<file path="src/design/lis_pkg.sv">
package lis_pkg;

  localparam int MAX_ITEMS    = 64;
  localparam int STEP_BITS    = 10;
  localparam int IDX_W        = $clog2(MAX_ITEMS);
  localparam int CNT_W        = $clog2(MAX_ITEMS + 1);
  localparam int ITEM_INDEX_W = 6;

  typedef struct packed {
    logic [IDX_W-1:0]     idx;
    logic [STEP_BITS-1:0] start_step;
    logic [STEP_BITS-1:0] end_step;
  } entry_t;

  localparam int ENTRY_W = $bits(entry_t);

  // Signed span end - start; the +1 of the lifetime cancels in a comparison.
  function automatic logic signed [STEP_BITS:0] span_of(entry_t e);
    span_of = $signed({1'b0, e.end_step}) - $signed({1'b0, e.start_step});
  endfunction

endpackage

</file>
<file path="src/design/lis_ram.sv">
module lis_ram #(
  parameter int WIDTH = 8,
  parameter int DEPTH = 16
) (
  input  logic                     clk_i,
  input  logic                     we_i,
  input  logic [$clog2(DEPTH)-1:0] waddr_i,
  input  logic [WIDTH-1:0]         wdata_i,
  input  logic [$clog2(DEPTH)-1:0] raddr_i,
  output logic [WIDTH-1:0]         rdata_o
);

  logic [WIDTH-1:0] mem_q [DEPTH];

  always_ff @(posedge clk_i) begin
    if (we_i) begin
      mem_q[waddr_i] <= wdata_i;
    end
    rdata_o <= mem_q[raddr_i];
  end

endmodule

</file>
<file path="src/design/lis_cmp.sv">
// Compare-and-exchange unit: the lower entry is written back, the higher travels on.
module lis_cmp (
  input  lis_pkg::entry_t a_i,
  input  lis_pkg::entry_t b_i,
  output lis_pkg::entry_t low_o,
  output lis_pkg::entry_t high_o
);

  logic signed [lis_pkg::STEP_BITS:0] span_a;
  logic signed [lis_pkg::STEP_BITS:0] span_b;
  logic                               a_after;

  assign span_a = lis_pkg::span_of(a_i);
  assign span_b = lis_pkg::span_of(b_i);

  always_comb begin
    if (span_a != span_b) begin
      a_after = span_a > span_b;
    end else begin
      a_after = a_i.start_step > b_i.start_step;
    end
  end

  assign low_o  = a_after ? b_i : a_i;
  assign high_o = a_after ? a_i : b_i;

endmodule

</file>
<file path="src/design/lifetime_interval_sorter.sv">
// Live-interval sorter.
// Intervals are loaded one request at a time: a request is taken at a rising edge with
// start_i high and busy_o low, and carries start_step_i, end_step_i and is_last_i.
// A load without is_last_i leaves the block idle, ready for the next request.
// Requests beyond the store capacity are not kept; they mark the set as overflowed.
// The request with is_last_i set starts the sort, ordering the set by ascending
// lifetime (end - start + 1, signed), then by smaller start, keeping arrival order
// for equal keys. busy_o stays high until the whole set has been delivered.
// Sorting of n entries is a bubble sort through one comparator and the single
// read and write port of the interval store. Delivery then follows, with one
// result per cycle in index order of the sorted store.
// Each result appears for exactly one cycle with valid_o high; last_out_o marks the
// final one and overflow_o is the same on every result of a set. The receiver cannot
// stall, so results are never held. Reset clears the count and the overflow mark and
// returns the block to idle; the store itself is not cleared and needs no sweep.
module lifetime_interval_sorter (
  input  logic                                clk_i,
  input  logic                                rst_ni,
  input  logic                                start_i,
  output logic                                busy_o,
  input  logic [lis_pkg::STEP_BITS-1:0]       start_step_i,
  input  logic [lis_pkg::STEP_BITS-1:0]       end_step_i,
  input  logic                                is_last_i,
  output logic                                valid_o,
  output logic [lis_pkg::ITEM_INDEX_W-1:0]    item_index_o,
  output logic [lis_pkg::STEP_BITS-1:0]       out_start_o,
  output logic [lis_pkg::STEP_BITS-1:0]       out_end_o,
  output logic                                overflow_o,
  output logic                                last_out_o
);

  typedef enum logic [2:0] {
    S_IDLE,
    S_PASS_START,
    S_PASS_LOAD,
    S_COMPARE,
    S_PASS_END,
    S_EMIT,
    S_DONE
  } state_e;

  state_e                      state_q;
  logic [lis_pkg::CNT_W-1:0]   count_q;
  logic                        dropped_q;
  logic [lis_pkg::IDX_W-1:0]   k_q;
  logic [lis_pkg::IDX_W-1:0]   bound_q;
  logic [lis_pkg::IDX_W-1:0]   nm1_q;
  logic                        valid_q;
  logic                        lastflag_q;
  lis_pkg::entry_t             carry_q;

  logic                        accept;
  logic                        has_room;
  logic [lis_pkg::CNT_W-1:0]   count_d;

  logic                        ram_we;
  logic [lis_pkg::IDX_W-1:0]   ram_waddr;
  lis_pkg::entry_t             ram_wdata;
  logic [lis_pkg::IDX_W-1:0]   ram_raddr;
  lis_pkg::entry_t             ram_rdata;
  logic [lis_pkg::ENTRY_W-1:0] ram_rdata_raw;

  lis_pkg::entry_t             cmp_low;
  lis_pkg::entry_t             cmp_high;
  lis_pkg::entry_t             load_entry;

  assign accept   = start_i && (state_q == S_IDLE);
  assign has_room = count_q < lis_pkg::CNT_W'(lis_pkg::MAX_ITEMS);
  assign count_d  = has_room ? count_q + lis_pkg::CNT_W'(1) : count_q;

  always_comb begin
    load_entry.idx        = count_q[lis_pkg::IDX_W-1:0];
    load_entry.start_step = start_step_i;
    load_entry.end_step   = end_step_i;
  end

  // Store port steering: loads, write-back of the lower entry, the end of a pass, and the reads.
  always_comb begin
    ram_we    = 1'b0;
    ram_waddr = count_q[lis_pkg::IDX_W-1:0];
    ram_wdata = load_entry;
    ram_raddr = '0;
    unique case (state_q)
      S_IDLE: begin
        ram_we = accept && has_room;
      end
      S_PASS_START: begin
        ram_raddr = '0;
      end
      S_PASS_LOAD: begin
        ram_raddr = lis_pkg::IDX_W'(1);
      end
      S_COMPARE: begin
        ram_we    = 1'b1;
        ram_waddr = k_q;
        ram_wdata = cmp_low;
        ram_raddr = k_q + lis_pkg::IDX_W'(2);
      end
      S_PASS_END: begin
        ram_we    = 1'b1;
        ram_waddr = bound_q;
        ram_wdata = carry_q;
      end
      S_EMIT: begin
        ram_raddr = k_q;
      end
      S_DONE: begin
        ram_raddr = '0;
      end
      default: begin
        ram_raddr = '0;
      end
    endcase
  end

  lis_ram #(
    .WIDTH (lis_pkg::ENTRY_W),
    .DEPTH (lis_pkg::MAX_ITEMS)
  ) u_store (
    .clk_i   (clk_i),
    .we_i    (ram_we),
    .waddr_i (ram_waddr),
    .wdata_i (ram_wdata),
    .raddr_i (ram_raddr),
    .rdata_o (ram_rdata_raw)
  );

  assign ram_rdata = lis_pkg::entry_t'(ram_rdata_raw);

  // The carried entry is the largest seen so far in this pass.
  lis_cmp u_cmp (
    .a_i    (carry_q),
    .b_i    (ram_rdata),
    .low_o  (cmp_low),
    .high_o (cmp_high)
  );

  always_ff @(posedge clk_i or negedge rst_ni) begin
    if (!rst_ni) begin
      state_q    <= S_IDLE;
      count_q    <= '0;
      dropped_q  <= 1'b0;
      k_q        <= '0;
      bound_q    <= '0;
      nm1_q      <= '0;
      valid_q    <= 1'b0;
      lastflag_q <= 1'b0;
      carry_q    <= '0;
    end else begin
      valid_q <= 1'b0;
      unique case (state_q)
        S_IDLE: begin
          if (accept) begin
            count_q <= count_d;
            if (!has_room) begin
              dropped_q <= 1'b1;
            end
            if (is_last_i) begin
              // The set always holds at least one entry once the final request is in.
              nm1_q   <= lis_pkg::IDX_W'(count_d - lis_pkg::CNT_W'(1));
              bound_q <= lis_pkg::IDX_W'(count_d - lis_pkg::CNT_W'(1));
              k_q     <= '0;
              if (count_d > lis_pkg::CNT_W'(1)) begin
                state_q <= S_PASS_START;
              end else begin
                state_q <= S_EMIT;
              end
            end
          end
        end
        S_PASS_START: begin
          state_q <= S_PASS_LOAD;
        end
        S_PASS_LOAD: begin
          carry_q <= ram_rdata;
          k_q     <= '0;
          state_q <= S_COMPARE;
        end
        S_COMPARE: begin
          carry_q <= cmp_high;
          k_q     <= k_q + lis_pkg::IDX_W'(1);
          if (k_q == bound_q - lis_pkg::IDX_W'(1)) begin
            state_q <= S_PASS_END;
          end
        end
        S_PASS_END: begin
          bound_q <= bound_q - lis_pkg::IDX_W'(1);
          k_q     <= '0;
          if (bound_q == lis_pkg::IDX_W'(1)) begin
            state_q <= S_EMIT;
          end else begin
            state_q <= S_PASS_START;
          end
        end
        S_EMIT: begin
          // Read data lands in the next cycle, together with the strobe.
          valid_q    <= 1'b1;
          lastflag_q <= (k_q == nm1_q);
          if (k_q == nm1_q) begin
            state_q <= S_DONE;
          end else begin
            k_q <= k_q + lis_pkg::IDX_W'(1);
          end
        end
        S_DONE: begin
          count_q   <= '0;
          dropped_q <= 1'b0;
          state_q   <= S_IDLE;
        end
        default: begin
          state_q <= S_IDLE;
        end
      endcase
    end
  end

  assign busy_o       = (state_q != S_IDLE);
  assign valid_o      = valid_q;
  assign item_index_o = lis_pkg::ITEM_INDEX_W'(ram_rdata.idx);
  assign out_start_o  = ram_rdata.start_step;
  assign out_end_o    = ram_rdata.end_step;
  assign overflow_o   = dropped_q;
  assign last_out_o   = valid_q && lastflag_q;

endmodule

</file>
<file path="config.mk">
export PLATFORM = sky130hd
export DESIGN_NAME = lifetime_interval_sorter
export DESIGN_NICKNAME = d
export VERILOG_FILES = /design/src/design/lis_pkg.sv /design/src/design/lis_ram.sv /design/src/design/lis_cmp.sv /design/src/design/lifetime_interval_sorter.sv
export SDC_FILE = /design/constraint.sdc
export NUM_CORES = 2
export LEC_CHECK = 0
export ABC_CLOCK_PERIOD_IN_PS = 4900
export BUFFER_PORTS_ARGS = -buffer_cell sky130_fd_sc_hd__buf_2
export CAP_MARGIN = 20
export CELL_PAD_IN_SITES_DETAIL_PLACEMENT = 0
export CELL_PAD_IN_SITES_GLOBAL_PLACEMENT = 1
export CORE_ASPECT_RATIO = 0.7
export CORE_MARGIN = 5
export CORE_UTILIZATION = 30
export DETAILED_ROUTE_END_ITERATION = 7
export PLACE_DENSITY = 0.56
export SLEW_MARGIN = 20
export SYNTH_ARGS = -nofsm -noshare
export SYNTH_HDL_FRONTEND = slang
export SYNTH_SLANG_ARGS = --single-unit
export TNS_END_PERCENT = 20
</file>
<file path="constraint.sdc">
create_clock -name clk_i -period 4.9 [get_ports clk_i]
set_input_delay 0.245 -clock clk_i [delete_from_list [all_inputs] [get_ports clk_i]]
set_output_delay 0.245 -clock clk_i [all_outputs]
set_load 0.03 [all_outputs]
</file>
---- Word-level counts from Yosys, hierarchy flattened ----
Memories as Yosys holds them, arrays and structs flattened. A register that Yosys moved wholly into a read port is not among the register bits.
Cells that the tools add are included.
W data, S select, Z words.
word-level totals
  input bits .............................. 24
  bits in read-only memories .............. 0
  logic and storage cells ................. 89
  bits in writable memories ............... 1664
  memories kept ........................... 1
  bits in registers ....................... 57
  output and inout bits ................... 30
  latch bits .............................. 0
operators by class
  $lt $le $gt $ge ......................... 4
  muxes and demuxes ....................... 31
  equal/unequal tests ..................... 17
  div/mod/pow operators ................... 0
  shifts and indexed selects .............. 0
  bitwise logic cells ..................... 0
  multipliers ............................. 0
  reduce and logical (&&, ||, !) cells .... 18
  add/sub/neg operators ................... 7
memory list
  memory         depth  bits a word  read ports  clocked after Yosys merged registers in  wr ports  line           RTL
  u_store.mem_q  64     26           1           1                                        1         lis_ram.sv:13  logic [WIDTH-1:0] mem_q [DEPTH];
operator list
  operator               count
  $pmux W26 S2           2
  $mux W26               2
  $mux W6                5
  $pmux W6 S2            2
  $pmux W6 S4            1
  $sub A10 B10 Y11       2
  $mux W3                6
  $pmux W3 S6            1
  $pmux W6 S3            1
  $mux W7                2
  $ne A2 B2 Y1 const B   7
  $pmux W7 S2            1
  $eq A6 B6 Y1           2
  $sub A6 B1 Y6 const B  2
  $gt A11 B11 Y1         1
  $ne A11 B11 Y1         1
  $gt A10 B10 Y1         1
  $eq A3 B3 Y1 const B   3
  $reduce_and A3 Y1      3
  $reduce_and A4 Y1      2
  $add A7 B1 Y7 const B  1
  $gt A7 B1 Y1 const B   1
  $lt A7 B7 Y1 const B   1
  $add A6 B1 Y6 const B  1
  other kinds (13)       26

---- Depth between registers and ports, before layout ----
  depth in word-level cells ............... 7
  depth in mapped cells ................... 20
  gate-level depth less buffers ........... 19

---- Modules after synthesis ----
A second synthesis with hierarchy kept.
second synthesis, totals
  cells, all modules ...................... 3542
  area, all modules ....................... 70174.8 sq um
by module, submodules not included
  module                    times used  sequential area each (sq um)  area each (sq um)  cells an instance
  lis_ram                   1           50488.4                       64182.8            2841
  lifetime_interval_sorter  1           1426.4                        3931.3             465
  lis_cmp                   1           0.0                           2060.7             236

---- Worst setup path after synthesis ----
No wires, ideal clock.
  kind .................................... register to register
  start point ............................. register u_store.rdata_o[10], read port of u_store.mem_q
  end point ............................... memory u_store.mem_q[0][0] (netlist name) (data pin)
  data required time ...................... 4.534 ns
  cell stages (with the launch flop) ...... 19
  library setup time ...................... 0.366 ns
  slack ................................... -0.502 ns
  clock period less this slack ............ 5.402 ns
  path buffers ............................ 1
  data arrival time ....................... 5.036 ns
  path through ............................ dfxtp_1 ha_1 inv_1 fa_1 a21o_1 a21oi_1 o21bai_1 a21oi_1 o21ai_0 a21oi_1 o21bai_1 ha_1 nand4_1 or3_1 a31oi_1 nand2_1 a21oi_1 clkbuf_1 a221o_1
RTL lines
  item         line           RTL
  from (decl)  lis_ram.sv:10  output logic [WIDTH-1:0] rdata_o
  to (decl)    lis_ram.sv:13

---- Worst setup path after layout ----
  start point ............................. register state_q[1]
  end point ............................... register u_store.rdata_o[7], read port of u_store.mem_q
between the ends
  longest elaborated chain between the ends .. 2
  elaborated cells on any way between the ends .. 4
  those cells by class .................... eq/ne: 3; mux: 1
RTL lines
  item                                                 line                             RTL
  from (decl)                                          lifetime_interval_sorter.sv:42   state_e state_q;
  from (signal assigned)                               lifetime_interval_sorter.sv:140  state_q <= S_IDLE;
  from (signal assigned)                               lifetime_interval_sorter.sv:164  state_q <= S_PASS_START;
  from (signal assigned)                               lifetime_interval_sorter.sv:166  state_q <= S_EMIT;
  $eq A3 B3 Y1 / $eq A3 B2 Y1 (equally long branches)  lifetime_interval_sorter.sv:83   unique case (state_q)
  $pmux W6 S3 (*)                                      lifetime_interval_sorter.sv:83
Mark *: on every way between the ends. The rest lies on a longest branch, timed or not.
A chain may end at the register's enable or synchronous reset.

==> metrics <==
static leakage power=0.03009 uW; number of enable-type register cells in the synthesized netlist=1664; run status=finished clean; FF/Latch Area=0.05193 sq mm; count of final hold-check violations=0; wire per inst=34.62 um; routed vias=62130; commonest register cell after synthesis=sky130_fd_sc_hd__edfxtp_1; leading area contributor after synthesis=sky130_fd_sc_hd__edfxtp_1; Clock Path Buffers=4; ranking of synthesized cells by instance count=sky130_fd_sc_hd__edfxtp_1 (1664), sky130_fd_sc_hd__a21oi_1 (792), sky130_fd_sc_hd__clkbuf_1 (520); estimated wirelength of the detail-placed design=193400 um; number of cells produced by synthesis=6185; I/O pin cnt=54; Inserted Clock Buffers=184; worst endpoint required time=5.25 ns; die extent in y=439.9 um; slew at the pin closest to its max-slew limit=1.218 ns; FF+latch count, synth=1747; kind of capture point of the worst setup path=flop; area enclosed by the die boundary=0.2745 sq mm; Post-Synthesis Mean Instance Area=12.81 sq um; GP Congestion=0.8975; Worst-Skew Late Latency=0.86 ns; final core area utilization=35.54%; via count of the first global-routing pass=58190; share of the synthesized area in the top cell type=63.09%; clock period minus worst slack=4.881 ns; multi-input combinational cell area=0.02534 sq mm; Die W=624.1 um; starting density of the core=30.22%; CP max stage delay=0.78 ns; most area-consuming cells after synthesis=sky130_fd_sc_hd__edfxtp_1 (63%), sky130_fd_sc_hd__a21oi_1 (5.0%), sky130_fd_sc_hd__a221oi_1 (3.8%); worst relative slew slack=18.22%; placed standard-cell area=0.08719 sq mm; Setup-failing EPs final=0; number of synthesis warnings=0; Unique masters post-synth=68; clock slew seen by the registers of the worst setup and hold paths=0.06 ns; DRT antenna net count=0; Floorplan Core Area=0.2620 sq mm; critical path class=flop to flop; number of levels the H-tree was split into=4; max-cap violation count=0; Total GRT Usage=23.78%; TritonCTS clock tree=built; worst vdd ir=0.5242 mV; # DRC=0; Top cell by count, worst path=sky130_fd_sc_hd__buf_4; design area=0.09313 sq mm; total standard cell area after synthesis=0.07920 sq mm; Min-Delay Path Class=input pin to asynchronous set/reset pin; ys async rst share=3.263%; largest clock skew in the final design=0.06928 ns; Via-to-Cell Ratio=6.295; Rows=157; Pins Over Slew Limit=0; number of I/O port buffers=53; Worst EP arrival=5.23 ns; Layout fillers=25200; Seq/Total Area, Yosys=65.55%; net count of the finished layout=6295; startpoint types=flop; largest fanout of any net on the critical path=30; chain of cells forming the critical path=or3b_4 > a21o_4 > buf_12 > buf_4 > a221oi_1 > a211o_1 > a21oi_1 > buf_4 > a2111oi_4 > buf_4 > nand4_1; largest net degree at the start of global routing=144; peak clock frequency supported by timing=204.9 MHz; power density over cell area=726.8 mW/mm^2; RSZ-0062 raised after global routing=no; slowest library cell on the worst path=sky130_fd_sc_hd__nand4_1; post-route fraction of the period consumed by the critical path=99.62%; most common cell in the netlist=sky130_fd_sc_hd__edfxtp_1; initial antenna violation count=23; number of search-and-repair iterations in the first detailed-routing pass=6; fraction of layout cells with a size suffix above 1=14.34%; GRT overflow=0; CTS sink cnt=1747; initial detailed-routing violation count=9153; syn_nets=6259; Root Buffer Master=sky130_fd_sc_hd__clkbuf_16; Crit. Startpoint=state_q[1]$_DFFE_PN0P_; Layout area overhead=17.59%; Routed Wire Length=341700 um; r2r startpoint=state_q[1]$_DFFE_PN0P_; first-pass GRT wire length=472800 um
repair_timing:
action | 4_1_cts | 5_1_grt
pin swaps | 1 | 10
setup endpoints to repair | 288 | 1691
setup buffers | 0 | 1
hold buffers | 3 | 0
resized for setup | 2 | 27
hold endpoints to repair | 40 | 0
cloned | 0 | 5
final timing paths:
| check | end | slack (ns) | depth (start not counted) |
|---|---|---|---|
| worst min-delay path | valid_o$_DFF_PN0_ | 0.07 | 2 |
| min in group clk_i | u_store.mem_q[60][18]$_DFFE_PP_ | 0.10 | 3 |
| max in group asynchronous | carry_q[17]$_DFFE_PN0P_ | 3.83 | 3 |
| worst max register to register | u_store.rdata_o[7]$_DFF_P_ | 0.02 | 11 |
| worst min register to register | lastflag_q$_DFFE_PN0P_ | 0.50 | 2 |
| worst max-delay path | u_store.rdata_o[7]$_DFF_P_ | 0.02 | 11 |
routing by layer:
metal | global-route usage [%] | wire length [um] | vias up
met5 | 0 | 92 | -
met4 | 5.578 | 8622 | 12
met3 | 7.110 | 42620 | 530
met2 | 32.71 | 138400 | 3911
met1 | 36.20 | 151900 | 32320
li1 | - | - | 25360
area by class of cell:
type                            instances  share of cell area, %
Clock inverter                         75                 0.6516
Sequential cell                      1747                  55.76
Tap cell                             3498                  4.700
Clock buffer                          245                  5.379
Timing Repair Buffer                  505                  6.048
Inverter                               50                 0.2015
Multi-Input combinational cell       3733                  27.21
Antenna cell                           17                0.04568
power breakdown:
part | internal, uW | switching, uW
logic | 10000 | 22100
clock network | 7710 | 6020
registers | 21200 | 670
metrics by stage:
stage | cells | setup TNS (ns) | power, uW | setup WS [ns] | hold slack, ns
after floorplan | 6185 | -180.69 | 38840 | -0.2105 | -0.05059
after global placement | 9522 | -172.27 | 52860 | -0.2219 | 0.3721
after detailed placement | 9522 | -1.572 | 53070 | -0.2394 | 0.3767
after CTS | 9845 | 0 | 66780 | 0.002816 | 0.03931
after global routing | 9854 | 0 | 70220 | 0.006513 | 0.07546
final | 9870 | 0 | 67690 | 0.01856 | 0.07277
state kept, by name, indices dropped and copies added (netlist names):
register / count
bound_q: 6
count_q: 7
valid_o: 1
k_q: 6
u_store.rdata_o: 26
carry_q: 26
nm1_q: 6
state_q: 3
overflow_o: 1
lastflag_q: 1
u_store.mem_q: 1664
critical path: cells and delay by family (launching register included):
kind	cells	cell delay (ns)
and+or+nand+nor	2	1.33
DFF	1	0.62
AOI/OAI and AO/OA	5	1.41
buffers and inverters	4	0.94
cell families (layout without fill, tap and decap cells):
| family | Yosys count | in the layout | share of synthesized area, % |
|---|---|---|---|
| compound gates | 2926 | 2927 | 25.37 |
| xor+xnor | 40 | 40 | 0.4423 |
| fa+ha+maj | 50 | 50 | 0.8089 |
| buf+inv | 706 | 875 | 3.542 |
| flops | 1747 | 1747 | 65.55 |
| mux | 34 | 34 | 0.4613 |
| other cells | 0 | 17 | 0 |
| simple gates | 682 | 682 | 3.829 |
layout by cell type, fill, tap and decap left out, types with 15 or more instances in the layout:
| master | netlist | layout |
|---|---|---|
| sky130_fd_sc_hd__o22ai_1 | 217 | 217 |
| sky130_fd_sc_hd__o221ai_1 | 210 | 210 |
| sky130_fd_sc_hd__edfxtp_1 | 1664 | 1664 |
| sky130_fd_sc_hd__dfxtp_1 | 26 | 26 |
| sky130_fd_sc_hd__clkinv_1 | 1 | 45 |
| sky130_fd_sc_hd__xnor2_1 | 33 | 33 |
| sky130_fd_sc_hd__o32ai_1 | 51 | 51 |
| sky130_fd_sc_hd__and3_1 | 17 | 17 |
| sky130_fd_sc_hd__a211oi_1 | 31 | 31 |
| sky130_fd_sc_hd__a21oi_1 | 792 | 784 |
| sky130_fd_sc_hd__a221o_1 | 83 | 57 |
| sky130_fd_sc_hd__ha_1 | 48 | 48 |
| sky130_fd_sc_hd__nand4_1 | 32 | 32 |
| sky130_fd_sc_hd__mux2_2 | 16 | 16 |
| sky130_fd_sc_hd__nand2_1 | 321 | 318 |
| sky130_fd_sc_hd__diode_2 | 0 | 17 |
| sky130_fd_sc_hd__nand3_1 | 16 | 15 |
| sky130_fd_sc_hd__clkbuf_16 | 0 | 192 |
| sky130_fd_sc_hd__a221oi_2 | 22 | 22 |
| sky130_fd_sc_hd__a21o_1 | 215 | 214 |
| sky130_fd_sc_hd__nor2_1 | 113 | 45 |
| sky130_fd_sc_hd__nor3_1 | 125 | 125 |
| sky130_fd_sc_hd__dfrtp_1 | 57 | 52 |
| sky130_fd_sc_hd__o21ai_0 | 513 | 502 |
| sky130_fd_sc_hd__a2bb2oi_1 | 230 | 229 |
| sky130_fd_sc_hd__inv_1 | 49 | 49 |
| sky130_fd_sc_hd__clkinv_2 | 0 | 17 |
| sky130_fd_sc_hd__buf_4 | 0 | 291 |
| sky130_fd_sc_hd__nor2_4 | 0 | 59 |
| sky130_fd_sc_hd__a221o_2 | 0 | 16 |
| sky130_fd_sc_hd__buf_2 | 70 | 53 |
| sky130_fd_sc_hd__a221oi_1 | 341 | 341 |
| sky130_fd_sc_hd__clkbuf_1 | 520 | 49 |
| sky130_fd_sc_hd__buf_12 | 0 | 150 |
| sky130_fd_sc_hd__a211o_1 | 153 | 153 |
Power figures use the tool's default switching activity.
